$ cat src/rtl/ftpw_pkg.sv
`timescale 1ns / 1ps
// Shared types, constants and bit-plane functions for the font tile planarizer.
package ftpw_pkg;

  localparam int unsigned BYTE_W     = 8;
  localparam int unsigned OFFSET_W   = 12;
  localparam int unsigned TILE_IDX_W = 8;
  localparam int unsigned GLYPH_W    = 8;
  localparam int unsigned ACC_W      = 16;
  localparam int unsigned CFG_IDX_W  = 1;
  localparam int unsigned CFG_DATA_W = 8;
  localparam int unsigned NUM_BYTES  = 8;

  // register indexes
  localparam logic [CFG_IDX_W-1:0] REG_PIXEL_FORMAT = 1'd0;
  localparam logic [CFG_IDX_W-1:0] REG_EMPTY_WIDTH  = 1'd1;

  // pixel formats
  localparam logic FMT_8BPP = 1'b0;
  localparam logic FMT_4BPP = 1'b1;

  // width bases for the two planes
  localparam logic [GLYPH_W-1:0] HIGH_PLANE_BASE = 8'd9;
  localparam logic [GLYPH_W-1:0] LOW_PLANE_BASE  = 8'd17;

  typedef logic [NUM_BYTES-1:0][BYTE_W-1:0] seg_bytes_t;

  typedef struct packed {
    logic [BYTE_W-1:0] hi;
    logic [BYTE_W-1:0] lo;
  } planes_t;

  function automatic planes_t split_planes(input logic fmt, input seg_bytes_t b);
    planes_t p;
    p = '0;
    if (fmt == FMT_8BPP) begin
      for (int i = 0; i < 8; i++) begin
        p.lo[7-i] = b[i][0];
        p.hi[7-i] = b[i][1];
      end
    end else begin
      // two pixels per byte, left pixel in the high nibble
      for (int i = 0; i < 4; i++) begin
        p.lo[7-2*i] = b[i][4];
        p.lo[6-2*i] = b[i][0];
        p.hi[7-2*i] = b[i][5];
        p.hi[6-2*i] = b[i][1];
      end
    end
    return p;
  endfunction

  // lowest set bit, saturating at 7
  function automatic logic [2:0] lowest_pos(input logic [BYTE_W-1:0] v);
    logic [2:0] p;
    p = 3'd7;
    for (int i = 6; i >= 0; i--) begin
      if (v[i]) p = 3'(i);
    end
    return p;
  endfunction

  function automatic logic [GLYPH_W-1:0] measure_width(input logic [ACC_W-1:0] acc,
                                                       input logic [GLYPH_W-1:0] empty_code);
    logic [BYTE_W-1:0] lo;
    logic [BYTE_W-1:0] hi;
    logic [GLYPH_W-1:0] w;
    lo = acc[BYTE_W-1:0];
    hi = acc[ACC_W-1:BYTE_W];
    if (lo == '0) begin
      if (hi == '0) w = empty_code;
      else w = HIGH_PLANE_BASE - GLYPH_W'(lowest_pos(hi));
    end else begin
      w = LOW_PLANE_BASE - GLYPH_W'(lowest_pos(lo));
    end
    return w;
  endfunction

endpackage

$ cat src/rtl/ftpw_in_if.sv
`timescale 1ns / 1ps
// Input channel: one 8-byte pixel segment per item.
interface ftpw_in_if;
  logic       valid;
  logic       ready;
  logic [7:0] byte0;
  logic [7:0] byte1;
  logic [7:0] byte2;
  logic [7:0] byte3;
  logic [7:0] byte4;
  logic [7:0] byte5;
  logic [7:0] byte6;
  logic [7:0] byte7;

  modport source (output valid, output byte0, output byte1, output byte2, output byte3,
                  output byte4, output byte5, output byte6, output byte7, input ready);
  modport sink (input valid, input byte0, input byte1, input byte2, input byte3,
                input byte4, input byte5, input byte6, input byte7, output ready);
endinterface

$ cat src/rtl/ftpw_out_if.sv
`timescale 1ns / 1ps
// Output channel: plane bytes, tiled offset and glyph width report.
interface ftpw_out_if;
  logic        valid;
  logic        ready;
  logic [7:0]  plane_low;
  logic [7:0]  plane_high;
  logic [11:0] byte_offset;
  logic        width_valid;
  logic [7:0]  width_tile;
  logic [7:0]  glyph_width;

  modport source (output valid, output plane_low, output plane_high, output byte_offset,
                  output width_valid, output width_tile, output glyph_width, input ready);
  modport sink (input valid, input plane_low, input plane_high, input byte_offset,
                input width_valid, input width_tile, input glyph_width, output ready);
endinterface

$ cat src/rtl/ftpw_acc_mem.sv
`timescale 1ns / 1ps
// Per-column OR accumulator memory: one read and one write port, cleared-on-reset view.
module ftpw_acc_mem #(
  parameter int unsigned DEPTH  = 7,
  parameter int unsigned ADDR_W = 3
) (
  input  logic                      clk,
  input  logic                      rst,
  input  logic                      rd_en,
  input  logic [ADDR_W-1:0]         rd_addr,
  output logic [ftpw_pkg::ACC_W-1:0] rd_data,
  input  logic                      wr_en,
  input  logic [ADDR_W-1:0]         wr_addr,
  input  logic [ftpw_pkg::ACC_W-1:0] wr_data
);

  logic [ftpw_pkg::ACC_W-1:0] mem [DEPTH];
  logic [DEPTH-1:0]           vld;
  logic [ftpw_pkg::ACC_W-1:0] rd_raw;
  logic [ftpw_pkg::ACC_W-1:0] fwd_data;
  logic                       rd_vld;
  logic                       fwd_hit;

  always_ff @(posedge clk) begin
    if (wr_en) mem[wr_addr] <= wr_data;
    if (rd_en) begin
      rd_raw   <= mem[rd_addr];
      fwd_data <= wr_data;
    end
  end

  // same-cycle write to the entry being read wins over the stale read
  always_ff @(posedge clk) begin
    if (rst) begin
      vld     <= '0;
      rd_vld  <= 1'b0;
      fwd_hit <= 1'b0;
    end else begin
      if (wr_en) vld[wr_addr] <= 1'b1;
      if (rd_en) begin
        rd_vld  <= vld[rd_addr];
        fwd_hit <= wr_en && (wr_addr == rd_addr);
      end
    end
  end

  assign rd_data = fwd_hit ? fwd_data : (rd_vld ? rd_raw : '0);

endmodule

$ cat src/rtl/font_tile_planarizer_width.sv
`timescale 1ns / 1ps
// Top level: font segment planarizer with per-tile glyph width measurement.
//
//  channel | dir | handshake        | payload
//  --------+-----+------------------+--------------------------------------------------
//  pix     | in  | valid/ready      | byte0..byte7 pixel segment
//  res     | out | valid/ready      | plane_low, plane_high, byte_offset, width report
//  cfg     | in  | cfg_we, no wait  | cfg_index, cfg_data
//
// One item per cycle sustained unless the output stalls. Stage 0 splits planes, computes
// the offset and reads the column accumulator; stage 1 merges, writes back and measures
// the width into the output register. The accumulator memory has one read and one write
// port, so a back-to-back hit on one column is forwarded. Reset (rst, synchronous) clears
// position, configuration, valid flags and accumulator valid bits at once. A stalled
// output holds stage 1; an empty stage 1 still takes a new item while the result waits.
module font_tile_planarizer_width #(
  parameter int unsigned TILE_COLUMNS = 7,
  parameter int unsigned TILE_HEIGHT  = 12,
  parameter int unsigned TILE_ROWS    = 20
) (
  input  logic                              clk,
  input  logic                              rst,
  input  logic                              cfg_we,
  input  logic [ftpw_pkg::CFG_IDX_W-1:0]    cfg_index,
  input  logic [ftpw_pkg::CFG_DATA_W-1:0]   cfg_data,
  ftpw_in_if.sink                           pix,
  ftpw_out_if.source                        res
);

  localparam int unsigned CW = (TILE_COLUMNS > 1) ? $clog2(TILE_COLUMNS) : 1;
  localparam int unsigned RW = (TILE_HEIGHT > 1) ? $clog2(TILE_HEIGHT) : 1;
  localparam int unsigned TW = (TILE_ROWS > 1) ? $clog2(TILE_ROWS) : 1;
  localparam logic [CW-1:0] COL_LAST  = CW'(TILE_COLUMNS - 1);
  localparam logic [RW-1:0] ROW_LAST  = RW'(TILE_HEIGHT - 1);
  localparam logic [TW-1:0] TROW_LAST = TW'(TILE_ROWS - 1);

  // configuration
  logic                          pixel_format;
  logic [ftpw_pkg::GLYPH_W-1:0]  empty_code;

  always_ff @(posedge clk) begin
    if (rst) begin
      pixel_format <= ftpw_pkg::FMT_8BPP;
      empty_code   <= '0;
    end else if (cfg_we) begin
      case (cfg_index)
        ftpw_pkg::REG_PIXEL_FORMAT: pixel_format <= cfg_data[0];
        ftpw_pkg::REG_EMPTY_WIDTH:  empty_code   <= cfg_data;
        default: ;
      endcase
    end
  end

  // pipeline control
  logic s1_valid;
  logic s1_adv;
  logic out_valid;
  logic accept;

  assign s1_adv    = s1_valid && (!out_valid || res.ready);
  assign pix.ready = !s1_valid || s1_adv;
  assign accept    = pix.valid && pix.ready;

  // raster position
  logic [CW-1:0] col;
  logic [RW-1:0] row;
  logic [TW-1:0] trow;

  always_ff @(posedge clk) begin
    if (rst) begin
      col  <= '0;
      row  <= '0;
      trow <= '0;
    end else if (accept) begin
      if (col == COL_LAST) begin
        col <= '0;
        if (row == ROW_LAST) begin
          row  <= '0;
          trow <= (trow == TROW_LAST) ? '0 : trow + 1'b1;
        end else begin
          row <= row + 1'b1;
        end
      end else begin
        col <= col + 1'b1;
      end
    end
  end

  // stage 0: plane split and tiled offset
  ftpw_pkg::seg_bytes_t seg;
  ftpw_pkg::planes_t    planes;
  logic [31:0]          tile_full;
  logic [31:0]          off_full;

  assign seg[0] = pix.byte0;
  assign seg[1] = pix.byte1;
  assign seg[2] = pix.byte2;
  assign seg[3] = pix.byte3;
  assign seg[4] = pix.byte4;
  assign seg[5] = pix.byte5;
  assign seg[6] = pix.byte6;
  assign seg[7] = pix.byte7;

  always_comb begin
    planes    = ftpw_pkg::split_planes(pixel_format, seg);
    tile_full = 32'(trow) * 32'(TILE_COLUMNS) + 32'(col);
    off_full  = (tile_full * 32'(TILE_HEIGHT) + 32'(row)) << 1;
  end

  // stage 1 registers
  ftpw_pkg::planes_t                s1_planes;
  logic [ftpw_pkg::OFFSET_W-1:0]   s1_off;
  logic [ftpw_pkg::TILE_IDX_W-1:0] s1_tile;
  logic                            s1_last;
  logic [CW-1:0]                   s1_col;

  always_ff @(posedge clk) begin
    if (rst) begin
      s1_valid <= 1'b0;
    end else if (accept) begin
      s1_valid <= 1'b1;
    end else if (s1_adv) begin
      s1_valid <= 1'b0;
    end
  end

  always_ff @(posedge clk) begin
    if (accept) begin
      s1_planes <= planes;
      s1_off    <= off_full[ftpw_pkg::OFFSET_W-1:0];
      s1_tile   <= tile_full[ftpw_pkg::TILE_IDX_W-1:0];
      s1_last   <= (row == ROW_LAST);
      s1_col    <= col;
    end
  end

  // accumulator read-modify-write
  logic [ftpw_pkg::ACC_W-1:0] acc_rd;
  logic [ftpw_pkg::ACC_W-1:0] acc;
  logic [ftpw_pkg::ACC_W-1:0] acc_wr;

  assign acc    = acc_rd | s1_planes;
  assign acc_wr = s1_last ? '0 : acc;

  ftpw_acc_mem #(
    .DEPTH  (TILE_COLUMNS),
    .ADDR_W (CW)
  ) u_acc_mem (
    .clk     (clk),
    .rst     (rst),
    .rd_en   (accept),
    .rd_addr (col),
    .rd_data (acc_rd),
    .wr_en   (s1_adv),
    .wr_addr (s1_col),
    .wr_data (acc_wr)
  );

  // output register
  logic [7:0]                      o_lo;
  logic [7:0]                      o_hi;
  logic [ftpw_pkg::OFFSET_W-1:0]   o_off;
  logic                            o_wvalid;
  logic [ftpw_pkg::TILE_IDX_W-1:0] o_tile;
  logic [ftpw_pkg::GLYPH_W-1:0]    o_width;

  always_ff @(posedge clk) begin
    if (rst) begin
      out_valid <= 1'b0;
    end else if (s1_adv) begin
      out_valid <= 1'b1;
    end else if (res.ready) begin
      out_valid <= 1'b0;
    end
  end

  always_ff @(posedge clk) begin
    if (s1_adv) begin
      o_lo     <= s1_planes.lo;
      o_hi     <= s1_planes.hi;
      o_off    <= s1_off;
      o_wvalid <= s1_last;
      o_tile   <= s1_last ? s1_tile : '0;
      o_width  <= s1_last ? ftpw_pkg::measure_width(acc, empty_code) : '0;
    end
  end

  assign res.valid       = out_valid;
  assign res.plane_low   = o_lo;
  assign res.plane_high  = o_hi;
  assign res.byte_offset = o_off;
  assign res.width_valid = o_wvalid;
  assign res.width_tile  = o_tile;
  assign res.glyph_width = o_width;

  // checks
  a_pos_range: assert property (@(posedge clk) disable iff (rst)
    (32'(col) < TILE_COLUMNS) && (32'(row) < TILE_HEIGHT) && (32'(trow) < TILE_ROWS))
    else $error("raster position out of range");

  a_accept_fills_s1: assert property (@(posedge clk) disable iff (rst)
    accept |=> s1_valid)
    else $error("accepted item lost before stage 1");

  a_adv_fills_out: assert property (@(posedge clk) disable iff (rst)
    s1_adv |=> out_valid)
    else $error("stage 1 item lost before output");

  a_width_range: assert property (@(posedge clk) disable iff (rst)
    (out_valid && o_wvalid) |->
      ((o_width >= 8'd2 && o_width <= 8'd17) || o_width == empty_code))
    else $error("glyph width out of range");

endmodule

$ cat src/flat_wrapper.sv
// flat-port wrapper written by rule: the top's interface ports become plain ports
module font_tile_planarizer_width_flat 
#(
  parameter int unsigned TILE_COLUMNS = 7,
  parameter int unsigned TILE_HEIGHT  = 12,
  parameter int unsigned TILE_ROWS    = 20
)
  (clk, rst, cfg_we, cfg_index, cfg_data, pix_valid, pix_byte0, pix_byte1, pix_byte2, pix_byte3, pix_byte4, pix_byte5, pix_byte6, pix_byte7, pix_ready, res_valid, res_plane_low, res_plane_high, res_byte_offset, res_width_valid, res_width_tile, res_glyph_width, res_ready);
  ftpw_in_if pix_i ();
  ftpw_out_if res_i ();
  input  logic clk;
  input  logic rst;
  input  logic cfg_we;
  input  logic [ftpw_pkg::CFG_IDX_W-1:0] cfg_index;
  input  logic [ftpw_pkg::CFG_DATA_W-1:0] cfg_data;
  input wire logic [$bits(pix_i.valid)-1:0] pix_valid;
  input wire logic [$bits(pix_i.byte0)-1:0] pix_byte0;
  input wire logic [$bits(pix_i.byte1)-1:0] pix_byte1;
  input wire logic [$bits(pix_i.byte2)-1:0] pix_byte2;
  input wire logic [$bits(pix_i.byte3)-1:0] pix_byte3;
  input wire logic [$bits(pix_i.byte4)-1:0] pix_byte4;
  input wire logic [$bits(pix_i.byte5)-1:0] pix_byte5;
  input wire logic [$bits(pix_i.byte6)-1:0] pix_byte6;
  input wire logic [$bits(pix_i.byte7)-1:0] pix_byte7;
  output wire logic [$bits(pix_i.ready)-1:0] pix_ready;
  output wire logic [$bits(res_i.valid)-1:0] res_valid;
  output wire logic [$bits(res_i.plane_low)-1:0] res_plane_low;
  output wire logic [$bits(res_i.plane_high)-1:0] res_plane_high;
  output wire logic [$bits(res_i.byte_offset)-1:0] res_byte_offset;
  output wire logic [$bits(res_i.width_valid)-1:0] res_width_valid;
  output wire logic [$bits(res_i.width_tile)-1:0] res_width_tile;
  output wire logic [$bits(res_i.glyph_width)-1:0] res_glyph_width;
  input wire logic [$bits(res_i.ready)-1:0] res_ready;
  assign pix_i.valid = pix_valid;
  assign pix_i.byte0 = pix_byte0;
  assign pix_i.byte1 = pix_byte1;
  assign pix_i.byte2 = pix_byte2;
  assign pix_i.byte3 = pix_byte3;
  assign pix_i.byte4 = pix_byte4;
  assign pix_i.byte5 = pix_byte5;
  assign pix_i.byte6 = pix_byte6;
  assign pix_i.byte7 = pix_byte7;
  assign pix_ready = pix_i.ready;
  assign res_valid = res_i.valid;
  assign res_plane_low = res_i.plane_low;
  assign res_plane_high = res_i.plane_high;
  assign res_byte_offset = res_i.byte_offset;
  assign res_width_valid = res_i.width_valid;
  assign res_width_tile = res_i.width_tile;
  assign res_glyph_width = res_i.glyph_width;
  assign res_i.ready = res_ready;
  font_tile_planarizer_width #(.TILE_COLUMNS(TILE_COLUMNS), .TILE_HEIGHT(TILE_HEIGHT), .TILE_ROWS(TILE_ROWS)) u_core (.clk(clk), .rst(rst), .cfg_we(cfg_we), .cfg_index(cfg_index), .cfg_data(cfg_data), .pix(pix_i), .res(res_i));
endmodule
$ cat config.mk
export PLATFORM = sky130hd
export DESIGN_NAME = font_tile_planarizer_width_flat
export DESIGN_NICKNAME = d
export VERILOG_FILES = /design/src/rtl/ftpw_pkg.sv /design/src/rtl/ftpw_in_if.sv /design/src/rtl/ftpw_out_if.sv /design/src/rtl/ftpw_acc_mem.sv /design/src/rtl/font_tile_planarizer_width.sv /design/src/flat_wrapper.sv
export SDC_FILE = /design/constraint.sdc
export NUM_CORES = 1
export LEC_CHECK = 0
export BUFFER_PORTS_ARGS = -buffer_cell sky130_fd_sc_hd__buf_2
export CAP_MARGIN = 25
export CORE_AREA = 2 2 175 125
export CTS_CLUSTER_DIAMETER = 60
export CTS_CLUSTER_SIZE = 12
export DETAILED_ROUTE_END_ITERATION = 8
export DIE_AREA = 0 0 177 127
export PLACE_DENSITY = 0.73
export SETUP_SLACK_MARGIN = 0.15
export SLEW_MARGIN = 5
export SYNTH_ARGS = -nofsm -noshare
export SYNTH_HDL_FRONTEND = slang
export SYNTH_SLANG_ARGS = --single-unit
$ cat constraint.sdc
create_clock -name clk -period 8.1 [get_ports clk]
set_input_delay 0.405 -clock clk [delete_from_list [all_inputs] [get_ports clk]]
set_output_delay 0.405 -clock clk [all_outputs]
set_load 0.01 [all_outputs]
==> results.py, run 1 <==
metrics = {
    "run": {
        "max-cap-violations": 0,
    },
    "min_path": {
        "hold_path_class": "primary input to flip-flop",
        "hold_start": "pix_valid",
    },
    "sta": {
        "slew_violations": 0,
        "period_share_pct": 53.4,
        "whs_ns": 0.168,
        "clock_skew_ns": 0.0113,
        "finalSetupTns_ns": 0,
        "period_needed_ns": 4.33,
        "tightest_slew_ns": 0.933,
        "fmax_mhz": 231,
        "setup_viol": 0,
        "slew_headroom_pct": 37.7,
        "rsz0062_at_grt": "false",
        "hold_viol_final": 0,
    },
    "final_layout": {
        "synthToLayoutAreaGrowth_pct": 14.2,
        "layout_common_cells": "edfxtp_1 (227), buf_2 (83), nand2_1 (45)",
        "drive_gt1_share_pct": 24.1,
        "layout_commonest_cell": "edfxtp_1",
        "nNetsFinal": 916,
        "fill_cells": 1460,
        "antenna_cells": 0,
        "fin_cells": 1095,
    },
    "power_and_ir_drop": {
        "power.total_w": 0.00272,
        "ir_drop_uv": 131,
        "p_leak_nw": 4.51,
        "pwr_density_cell_nw_per_um2": 219,
    },
    "place": {
        "port_buffers": 83,
        "gp_congestion": 0.819,
        "dp_cells": 1046,
        "dp_hpwl_mm": 13.6,
    },
    "drt": {
        "drc": 0,
        "ant_nets": 0,
        "vias": 6198,
        "wl_mm": 21.1,
        "dr.pass1.iters": 5,
        "drt_iter0_drc": 464,
        "routedWlPerCell_um": 19.2,
        "avgViaCountPerCell": 5.66,
    },
    "cts": {
        "clkLatencyLatePin_ns": 0.51,
        "cts_setup_buffers": 0,
        "cts_tree": "done",
        "clockBufferDepth": 3,
        "cts_resized": 0,
        "postCtsHoldBufs": 0,
        "clock-sinks": 259,
        "numCtsBuffers": 25,
        "cts_max_level": 1,
        "cts.clk_slew.worst_paths_ns": 0.06,
        "cts_root_buffer": "clkbuf_16",
    },
    "logic_synthesis": {
        "synth_top_cell_area_share_pct": 62.7,
        "syn_nets": 820,
        "synth_seq_cells": 259,
        "netlist_area_um2": 10900,
        "ys_seq_area_share_pct": 68.6,
        "ys_warn_count": 0,
        "syn_avg_cell_area_um2": 15.4,
        "synth-edff-count": 227,
        "synth_area_leader_cell": "edfxtp_1",
        "synth_area_leaders": "edfxtp_1 (63%), dfxtp_1 (5.9%), ha_1 (3.3%)",
        "synthCells": 705,
        "synth_cell_types": 58,
        "synth_ff_type": "edfxtp_1",
        "synthArstFlopShare_pct": 0,
    },
    "setup_path": {
        "r2r_cells": 12,
        "cp.arrival_ns": 4.59,
        "rr_endpoint": "u_core.s1_off[11]$_DFFE_PP_",
        "r2r_start": "u_core.trow[2]$_SDFFE_PP0P_",
        "required_ns": 8.36,
        "critPathCaptureType": "flip-flop",
        "r2r_setup_slack_ns": 3.77,
        "worstSetupPathType": "flip-flop to flip-flop",
        "startpoint_type": "flip-flop",
        "startpoint": "u_core.trow[2]$_SDFFE_PP0P_",
        "endpoint": "u_core.s1_off[11]$_DFFE_PP_",
        "crit_fanout": 8,
    },
    "die": {
        "dieArea_um2": 22500,
        "chipWidth_um": 177,
        "start_util_pct": 52.7,
        "io_pins": 125,
        "coreArea_um2": 20600,
        "row_count": 44,
        "die_h_um": 127,
    },
    "global_route": {
        "grt_pass1_wl_mm": 33.4,
        "grt_max_degree": 60,
        "antenna_found_initial": 0,
        "grtUsageTotal_pct": 19.3,
        "grt_pass1_vias": 6161,
        "grt_overflow": 0,
    },
    "outcome": {
        "status": "completed",
    },
}
-- flip-flops by register name (all words and copies together), names as in the netlist, 3 cells and up --
| register | count |
|---|---|
| u_core.s1_planes | 16 |
| u_core.u_acc_mem.vld | 7 |
| u_core.u_acc_mem.mem | 112 |
| u_core.res.width_tile | 8 |
| u_core.res.byte_offset | 11 |
| u_core.res.glyph_width | 8 |
| u_core.u_acc_mem.rd_raw | 16 |
| u_core.col | 3 |
| u_core.row | 4 |
| u_core.s1_off | 11 |
| u_core.res.plane_high | 8 |
| u_core.empty_code | 8 |
| u_core.u_acc_mem.fwd_data | 16 |
| u_core.s1_col | 3 |
| u_core.s1_tile | 8 |
| u_core.res.plane_low | 8 |
| u_core.trow | 5 |
-- cells by family (layout without fill, tap and decap cells) --
group,Yosys count,after routing,share of synthesized area (%)
other,1,1,0.0345
xor gates and xnor gates,19,19,1.66
and+or+nand+nor,163,163,7.40
buffers and inverters,50,164,2.01
adders and majority gates,37,37,4.81
muxes,67,67,8.38
AOI/OAI and AO/OA,109,109,7.13
DFF,259,259,68.6
-- per-layer routing --
layer	GRT usage [%]	share of wire, %	vias up
li1	-	-	2873
met1	28.2	46	3072
met2	30.1	45	212
met3	3.36	7.0	41
met4	5.49	2.3	0
met5	0	0	-
-- worst min path at each step --
stage / cells after the start / slack (ns) / endpoint
finish: 3 / 0.17 / u_core.s1_valid$_SDFFE_PP0P_
global route: 3 / 0.17 / u_core.s1_valid$_SDFFE_PP0P_
detailed placement: 0 / 0.41 / u_core.res.byte_offset[11]$_DFFE_PP_
global placement: 0 / 0.40 / u_core.res.byte_offset[6]$_DFFE_PP_
floorplan: 0 / 0.40 / u_core.res.byte_offset[10]$_DFFE_PP_
CTS: 3 / 0.15 / u_core.s1_valid$_SDFFE_PP0P_
-- critical path, stage by stage, from the launching register on --
cell and delay, ns:
dfxtp_1 0.54, fa_1 0.49, fa_1 0.51, inv_1 0.06, fa_1 0.45, xnor2_1 0.32
ha_1 0.35, a21o_1 0.21, a21oi_1 0.21, xnor2_1 0.20, and3_1 0.24, nand3_1 0.14
xnor3_1 0.35
-- stage by stage --
step / area, um2 / worst slack (ns) / utilization, %
after floorplan: 10900 / 4.12 / -
after global placement: 11600 / 3.85 / 56.3
after detailed placement: 11700 / 3.78 / 56.5
after CTS: 12400 / 3.80 / 59.9
after global routing: 12400 / 3.51 / 60.2
final: 12400 / 3.77 / 60.2
-- final cells by class --
| type | count | area, um2 | area share (%) |
|---|---|---|---|
| repair buffers | 99 | 584 | 4.70 |
| flip-flops and latches | 259 | 7460 | 60.0 |
| clock buffers | 44 | 697 | 5.61 |
| inverters | 20 | 75.1 | 0.604 |
| well taps | 276 | 345 | 2.78 |
| clock inverters | 1 | 7.51 | 0.0604 |
| multi-input cells | 396 | 3250 | 26.2 |
-- power by group --
group          switching (W)  internal, W
logic              0.0000982    0.0000637
clock network       0.000445     0.000578
registers          0.0000244      0.00151
-- synth_stat cells, drive strengths merged, types with 4 or more instances --
cell type,number
a221oi,10
ha,29
inv,20
and3,5
o21a,4
nor2b,8
mux2,32
mux4,16
a21oi,32
fa,8
edfxtp,227
xor2,7
nor3,10
a221o,7
nand4,5
nand2,45
xnor2,11
dfxtp,32
a211oi,5
o21bai,4
clkbuf,21
nor2,42
mux2i,19
and2,18
o211ai,4
o21ai,25
nand3,15
buf,9
Power figures use the tool's default switching activity.
==> inputs of run 2 (changes only) <==
clock period = 4 ns   (was 8.1 ns; I/O delays follow)
==> results.py, run 2 (synthesis results as in run 1) <==
metrics = {
    "cts": {
        "cts_max_level": 1,
        "clkLatencyLatePin_ns": 0.53,
        "clock-sinks": 259,
        "numCtsBuffers": 25,
        "cts.clk_slew.worst_paths_ns": 0.06,
        "cts_root_buffer": "clkbuf_16",
        "cts_tree": "done",
        "clockBufferDepth": 3,
    },
    "global_route": {
        "grt_max_degree": 60,
        "antenna_found_initial": 0,
        "met3_usage_pct": 2.95,
        "met2_usage_pct": 33.8,
        "grt-busiest-layer": "met2",
        "grtUsageMet1_pct": 29.1,
        "grt_pass1_vias": 6444,
        "grtUsageTotal_pct": 20.4,
        "grt_pass1_wl_mm": 35.1,
        "grt_overflow": 0,
    },
    "die": {
        "row_count": 44,
        "io_pins": 125,
        "coreArea_um2": 20600,
        "start_util_pct": 52.7,
        "die_h_um": 127,
        "dieArea_um2": 22500,
        "chipWidth_um": 177,
    },
    "final_layout": {
        "layout_common_cells": "edfxtp_1 (227), buf_2 (83), nand2_1 (45)",
        "design_area_um2": 13000,
        "layout_commonest_cell": "edfxtp_1",
        "post-route-util_pct": 63.1,
        "largest-register": "u_core.u_acc_mem.mem",
        "largest_reg_flops": 112,
        "antenna_cells": 0,
        "fill_cells": 1426,
        "synthToLayoutAreaGrowth_pct": 19.8,
        "nNetsFinal": 969,
        "drive_gt1_share_pct": 27.2,
    },
    "sta": {
        "fin_ws_ns": 0.144,
        "hold_viol_final": 0,
        "setup_viol": 0,
        "slew_headroom_pct": 26.3,
        "fmax_mhz": 259,
        "rsz0062_at_grt": "true",
        "tightest_slew_ns": 1.10,
        "period_share_pct": 96.4,
        "whs_ns": 0.0199,
        "slew_violations": 0,
        "clock_skew_ns": 0.0184,
        "period_needed_ns": 3.86,
    },
    "drt": {
        "drt_iter0_drc": 646,
        "drc": 0,
        "wl_mm": 23.0,
        "avgViaCountPerCell": 5.66,
        "ant_nets": 0,
        "vias": 6499,
        "routedWlPerCell_um": 20.0,
        "dr.pass1.iters": 5,
    },
    "setup_path": {
        "startpoint": "u_core.trow[0]$_SDFFE_PP0P_",
        "startpoint_type": "flip-flop",
        "r2r_start": "u_core.trow[0]$_SDFFE_PP0P_",
        "worstSetupPathType": "flip-flop to flip-flop",
        "critPathCaptureType": "flip-flop",
        "required_ns": 4.26,
        "crit_fanout": 4,
        "r2r_setup_slack_ns": 0.14,
        "cp.arrival_ns": 4.12,
        "r2r_cells": 12,
        "rr_endpoint": "u_core.s1_off[11]$_DFFE_PP_",
    },
    "place": {
        "gp_congestion": 0.775,
        "place_area_um2": 11700,
        "dp_hpwl_mm": 13.7,
        "dp_slack_ns": -0.0883,
        "port_buffers": 83,
    },
    "min_path": {
        "hold_path_class": "primary input to flip-flop",
        "whs_path_depth": 2,
        "hold_start": "pix_byte1[1]",
        "holdPathEnd": "u_core.s1_planes[12]$_DFFE_PP_",
    },
    "power_and_ir_drop": {
        "power.total_w": 0.00564,
        "p_leak_nw": 4.79,
        "ir_drop_uv": 286,
        "pwr_density_cell_nw_per_um2": 433,
    },
    "run": {
        "max-cap-violations": 0,
    },
    "outcome": {
        "status": "completed",
    },
}
run 2: final cells by class:
cell class                 instances  area [um2]  share of cell area (%)
clock buffer                      43         693                    5.32
clock inverter                     2        38.8                   0.298
inverter                          20        75.1                   0.576
multi-input combinational        396        3360                    25.8
sequential                       259        7470                    57.3
tap                              276         345                    2.65
timing repair buffer             152        1040                    7.99
run 2: metal layers:
metal / up-vias / routed length, um
li1: 2980 / -
met1: 3236 / 9930
met2: 252 / 11100
met3: 31 / 1600
met4: 0 / 327
met5: - / 0
run 2: what timing repair did:
action / CTS / global route
setup buffers: 8 / 3
hold endpoints to repair: 25 / 3
resized for setup: 11 / 7
pin swaps: 15 / 7
hold buffers: 30 / 2
endpoints found under the setup margin: 1 / 3
run 2: where the power goes:
part | internal, W | switching (W) | total [W]
sequential | 0.00306 | 0.0000482 | 0.00310
combinational | 0.000153 | 0.000209 | 0.000362
clock | 0.00123 | 0.000941 | 0.00218
total | 0.00444 | 0.00120 | 0.00564
run 2: worst max path at each step:
| stage | to | slack, ns | cells past startpoint |
|---|---|---|---|
| floorplan | u_core.s1_off[11]$_DFFE_PP_ | 0.21 | 12 |
| global placement | u_core.s1_off[11]$_DFFE_PP_ | 0.08 | 15 |
| detailed placement | u_core.s1_off[11]$_DFFE_PP_ | -0.09 | 15 |
| CTS | u_core.s1_off[11]$_DFFE_PP_ | 0.11 | 14 |
| global route | u_core.s1_off[11]$_DFFE_PP_ | -0.03 | 14 |
| finish | u_core.s1_off[11]$_DFFE_PP_ | 0.14 | 12 |
run 2: worst max-delay path: stages, from the launching register on:
cell     delay [ns]
dfxtp_2        0.33
fa_1           0.51
fa_1           0.57
inv_1          0.06
fa_2           0.53
inv_1          0.10
fa_2           0.43
a21o_1         0.20
a21oi_2        0.18
xnor2_1        0.15
and3_1         0.22
nand3_1        0.11
xnor3_1        0.20
run 2: stage by stage:
step / setup TNS (ns) / std cells
floorplan: 0 / 705
detailed placement: -0.0883 / 1058
global placement: 0 / 1058
CTS: 0 / 1141
global route: -0.0338 / 1148
finish: 0 / 1148
